--- src/sv/vdbd_pkg.sv ---
// Package for the backward-difference divergence core: request and result
// payload types, field widths and configuration register indexes.
// No dependencies.
package vdbd_pkg;

  localparam int GRAD_BITS  = 16;
  localparam int DIV_BITS   = 19;
  localparam int SIZE_BITS  = 9;
  localparam int INDEX_BITS = 2;

  typedef enum logic [INDEX_BITS-1:0] {
    REG_SIZE_X = 2'd0,
    REG_SIZE_Y = 2'd1,
    REG_SIZE_Z = 2'd2
  } reg_index_t;

  typedef struct packed {
    logic signed [GRAD_BITS-1:0] grad_x;
    logic signed [GRAD_BITS-1:0] grad_y;
    logic signed [GRAD_BITS-1:0] grad_z;
  } in_data_t;

  typedef struct packed {
    logic signed [DIV_BITS-1:0] divergence;
    logic                       volume_end;
  } out_data_t;

  typedef struct packed {
    logic has_x;
    logic has_y;
    logic has_z;
    logic vol_end;
  } pos_flags_t;

endpackage

--- src/sv/vdbd_scan.sv ---
// Raster position tracker and size registers for the divergence core.
// Produces buffer addresses and neighbour flags for the voxel at the input.
// Depends on vdbd_pkg.
module vdbd_scan
  import vdbd_pkg::*;
#(
  parameter int MAX_X = 256,
  parameter int MAX_Y = 256,
  parameter int MAX_Z = 256,
  localparam int XW = $clog2(MAX_X),
  localparam int YW = $clog2(MAX_Y),
  localparam int ZW = $clog2(MAX_Z),
  localparam int PW = $clog2(MAX_X * MAX_Y)
) (
  input  logic                  clk,
  input  logic                  rst,
  input  logic                  cfg_valid,
  input  logic [INDEX_BITS-1:0] cfg_index,
  input  logic [SIZE_BITS-1:0]  cfg_data,
  input  logic                  step,
  output logic [XW-1:0]         row_addr,
  output logic [PW-1:0]         plane_addr,
  output pos_flags_t            flags
);

  localparam int XE = ((XW > SIZE_BITS) ? XW : SIZE_BITS) + 1;
  localparam int YE = ((YW > SIZE_BITS) ? YW : SIZE_BITS) + 1;
  localparam int ZE = ((ZW > SIZE_BITS) ? ZW : SIZE_BITS) + 1;

  logic [SIZE_BITS-1:0] size_x;
  logic [SIZE_BITS-1:0] size_y;
  logic [SIZE_BITS-1:0] size_z;
  logic [XW-1:0]        pos_x;
  logic [YW-1:0]        pos_y;
  logic [ZW-1:0]        pos_z;
  logic [XE-1:0]        eff_x;
  logic [YE-1:0]        eff_y;
  logic [ZE-1:0]        eff_z;
  logic                 end_x;
  logic                 end_y;
  logic                 end_z;

  always_ff @(posedge clk) begin
    if (rst) begin
      size_x <= SIZE_BITS'(256);
      size_y <= SIZE_BITS'(256);
      size_z <= SIZE_BITS'(256);
    end else if (cfg_valid) begin
      case (reg_index_t'(cfg_index))
        REG_SIZE_X: size_x <= cfg_data;
        REG_SIZE_Y: size_y <= cfg_data;
        REG_SIZE_Z: size_z <= cfg_data;
        default: ;
      endcase
    end
  end

  // A size of zero acts as one; a size beyond the build maximum is clipped.
  always_comb begin
    if (size_x == '0) eff_x = XE'(1);
    else if (32'(size_x) > MAX_X) eff_x = XE'(MAX_X);
    else eff_x = XE'(size_x);
    if (size_y == '0) eff_y = YE'(1);
    else if (32'(size_y) > MAX_Y) eff_y = YE'(MAX_Y);
    else eff_y = YE'(size_y);
    if (size_z == '0) eff_z = ZE'(1);
    else if (32'(size_z) > MAX_Z) eff_z = ZE'(MAX_Z);
    else eff_z = ZE'(size_z);
  end

  assign end_x = (XE'(pos_x) + XE'(1)) >= eff_x;
  assign end_y = (YE'(pos_y) + YE'(1)) >= eff_y;
  assign end_z = (ZE'(pos_z) + ZE'(1)) >= eff_z;

  assign row_addr   = pos_x;
  assign plane_addr = PW'(PW'(pos_y) * PW'(MAX_X)) + PW'(pos_x);

  assign flags.has_x   = pos_x != '0;
  assign flags.has_y   = pos_y != '0;
  assign flags.has_z   = pos_z != '0;
  assign flags.vol_end = end_x & end_y & end_z;

  always_ff @(posedge clk) begin
    if (rst) begin
      pos_x <= '0;
      pos_y <= '0;
      pos_z <= '0;
    end else if (step) begin
      if (!end_x) begin
        pos_x <= pos_x + XW'(1);
      end else begin
        pos_x <= '0;
        if (!end_y) begin
          pos_y <= pos_y + YW'(1);
        end else begin
          pos_y <= '0;
          pos_z <= end_z ? '0 : pos_z + ZW'(1);
        end
      end
    end
  end

endmodule

--- config.mk ---
export PLATFORM = sky130hd
export DESIGN_NAME = vdbd_scan
export DESIGN_NICKNAME = d
export VERILOG_FILES = /design/src/sv/vdbd_pkg.sv /design/src/sv/vdbd_scan.sv
export SDC_FILE = /design/constraint.sdc
export NUM_CORES = 1
export LEC_CHECK = 0
export ABC_AREA = 1
export BUFFER_PORTS_ARGS = -buffer_cell sky130_fd_sc_hd__buf_2
export CORE_MARGIN = 5
export CORE_UTILIZATION = 50
export CTS_BUF_LIST = sky130_fd_sc_hd__clkbuf_2 sky130_fd_sc_hd__clkbuf_4 sky130_fd_sc_hd__clkbuf_8
export CTS_CLUSTER_DIAMETER = 150
export DETAILED_ROUTE_END_ITERATION = 8
export GPL_TIMING_DRIVEN = 0
export PLACE_DENSITY = 0.71
export SLEW_MARGIN = 40
export SYNTH_ARGS = -nofsm -noshare
export SYNTH_HDL_FRONTEND = slang
export SYNTH_SLANG_ARGS = --single-unit
--- constraint.sdc ---
create_clock -name clk -period 3.2 [get_ports clk]
set_input_delay 0.48 -clock clk [delete_from_list [all_inputs] [get_ports clk]]
set_output_delay 0.48 -clock clk [all_outputs]
set_load 0.005 [all_outputs]
==> reports/metrics.csv <==
metric;value;unit
synthArstFlopShare;0;
synth_edf_count;0;
fin_crit_sh;0.958;
cpPeakStageDelay;0.38;ns
path_cells;ha_2, nand3_2, nor3_2, xor2_1, inv_1, ha_1, nand3_1, nor3_2, nand2_1, nand3_4, inv_1, nor2_2, buf_2;
worst_slew_pin_slew;0.502;ns
port_buffers;42;
ys_types;31;
seqPwrFrac;0.548;
worst-setup-path-type;reg -> out;
required;2.72;ns
start_util;0.517;
r2r_slack;0.59;ns
min_from;rst;
seq_area_frac_synth;0.307;
track_usage;0.184;
cts.sinks;51;
final_nets;602;
pre_cts_ws;0.206;ns
finalPower;1.23;mW
clk_pin_slew;0.09;ns
viasPerCell;5.03;
setup_viol;0;
p_clk_frac;0.301;
worstSetupStartpointType;flip-flop;
tns;0;ns
register_area;0.00103;mm^2
htreeDepth;2;
synth_area_leader_cell;dfxtp_1;
netSwitchingFraction;0.287;
status;finished, final reports clean;
routed_wl;7680;um
multi_input_area;0.00196;mm^2
crit_path_end_kind;primary output;
cts_hold_buffers;0;
postLayoutCoreUtil;0.590;
hold_path_depth;2;
synth_fp_nets;547;
fin_ws;0.134;ns
core;0.00642;mm^2
drc_errors;0;
hold_class;in -> reg;
fp.dieW;91.5;um
numCtsBuffers;5;
crit_slowest_cell;dfxtp_4;
clk_latency;0.31;ns
syn-mean-instance-area;6.66;um^2
grt_pass1_vias;2934;
synth_top_cell_area_share;0.307;
fin_skew;0.00351;ns
dp.final_hpwl;5980;um
power_switching;0.352;mW
reg2reg_depth;15;
powerDensity;324;mW/mm^2
syn_area;0.00332;mm^2
worst_hold_path.endpoint;pos_y[1];
p_int;0.874;mW
num_rows;29;
critPathMaxFanout;7;
dr.pass1.iters;6;
tritoncts;yes;
vias;3176;
grt_pass1_wl;12900;um
overflow;0;
critPathArrivalTime;2.59;ns
wl_per_cell;12.2;um
ys_seq_elements;51;
die_area;0.00838;mm^2
ys.flop_type;dfxtp_1;
p_leak;1.97;nW
netlist_instances;499;
diodes;0;
slew_violations;0;
path_buf_inv;3;
reg2reg_from;pos_y[1];
fill_cells;608;
reg2reg_to;pos_z[4];
combinationalPowerShare;0.151;
ys.warnings.count;0;
cts_root_buf;clkbuf_8;
drive_gt1_frac;0.153;
vdd_ir_drop_max;0.250;mV
synth_area_leaders;dfxtp_1 31%, nand2_1 13%, ha_1 12%;
fmax;0.326;GHz
grt_max_degree;16;
fin_crit;3.07;ns
io_pins;43;
drv_cap;0;
hold_violations;0;
cpLargestDelayFamily;simple AND/OR/NAND/NOR gates;
clockBufferDepth;2;
die_h;91.5;um
ant_nets;0;
layout-area-overhead-vs-synth;14.0;%
relSlewSlack;0.666;
gp_congestion;0.828;
antenna_found_initial;0;
drt_iter0_drc;185;
[per-stage QoR]
stage / std cells / area, um^2 / hold slack, ns
after CTS: 626 / 3730 / 0.396
after floorplan: 499 / 3320 / 0.479
after global placement: 618 / 3630 / 0.483
after detailed placement: 618 / 3630 / 0.490
final: 631 / 3790 / 0.393
after global routing: 631 / 3790 / 0.406
[sequential cells by signal, indices dropped and copies added, names as in the netlist]
name,flops
size_x,9
size_y,9
size_z,9
pos_y,8
pos_z,8
row_addr,8
[worst max-delay path by stage]
stage             start  endpoint  cells after the start
2_1_floorplan  pos_y[0]  flags[0]                     12
3_3_place_gp   pos_z[0]  flags[0]                     14
3_5_place_dp   pos_z[0]  flags[0]                     14
4_1_cts        pos_y[0]  flags[0]                     13
5_1_grt        pos_y[1]  flags[0]                     13
6_report       pos_y[1]  flags[0]                     13
[worst reg2reg max path: stages (launching register included)]
cell and delay (ns):
dfxtp_4 0.38, ha_2 0.20, nand3_2 0.11, nor3_2 0.25
xor2_1 0.23, inv_1 0.08, ha_1 0.27, nand3_1 0.09
nor3_2 0.11, nand2_1 0.10, nand3_4 0.13, buf_4 0.14
nand3_4 0.09, buf_6 0.16, nor2_1 0.12, nor2_1 0.05
[what timing repair did]
action / in CTS / in global routing
pin swaps: 1 / 3
buffers inserted: 1 / 5
resized for setup: 2 / 10
setup endpoints to repair: 1 / 1
[layout make-up]
cell class,count,area share
Tap cell,77,0.0254
Clock inverter,2,0.00363
Multi-Input combinational cell,365,0.518
Sequential cell,51,0.272
Timing Repair Buffer,48,0.0674
Clock buffer,5,0.0182
Buffer,16,0.0294
Inverter,67,0.0664
[layer usage]
layer | wire length (um) | track usage | share of wire | vias up
met5 | 0 | 0 | 0 | -
met4 | 74 | 0.0415 | 0.0096 | 0
met3 | 371 | 0.0281 | 0.048 | 6
met2 | 3630 | 0.312 | 0.47 | 65
met1 | 3610 | 0.245 | 0.47 | 1428
li1 | - | - | - | 1677
[Yosys cell counts (all sizes together), types with 5 or more instances]
cell type	n
a21oi	25
buf	11
clkbuf	5
dfxtp	51
ha	33
inv	63
nand2	116
nand3	19
nand4	6
nor2	103
nor3	6
nor4	7
o21ai	31
xor2	12
[cells by family after synthesis]
kind of cell,count (synthesis),synth area share
buf+inv,83,0.109
compound gates,61,0.0956
xor+xnor,13,0.0343
fa+ha+maj,33,0.124
flops,51,0.307
simple gates,258,0.329
[power groups by stage]
stage | logic, mW | registers (mW) | clock network [mW]
after floorplan | 0.124 | 0.683 | 0
after global placement | 0.174 | 0.687 | 0
after detailed placement | 0.180 | 0.688 | 0
after CTS | 0.182 | 0.673 | 0.383
after global routing | 0.218 | 0.675 | 0.404
final | 0.186 | 0.672 | 0.369
[cell usage in the layout, fill, tap and decap left out, types with 3 or more instances in the layout]
cell type / instances
nand2_1: 115
nor2_1: 99
inv_1: 61
dfxtp_1: 48
buf_2: 42
ha_1: 32
o21ai_0: 29
a21oi_1: 25
buf_4: 15
nand3_1: 13
xor2_1: 12
nor4_1: 7
nand4_1: 6
clkbuf_8: 6
clkinv_1: 4
nor3_1: 4
clkbuf_1: 4
nor2_2: 3
nand3_2: 3
nand3_4: 3
o211ai_1: 3
(Power assumes the default switching activity.)
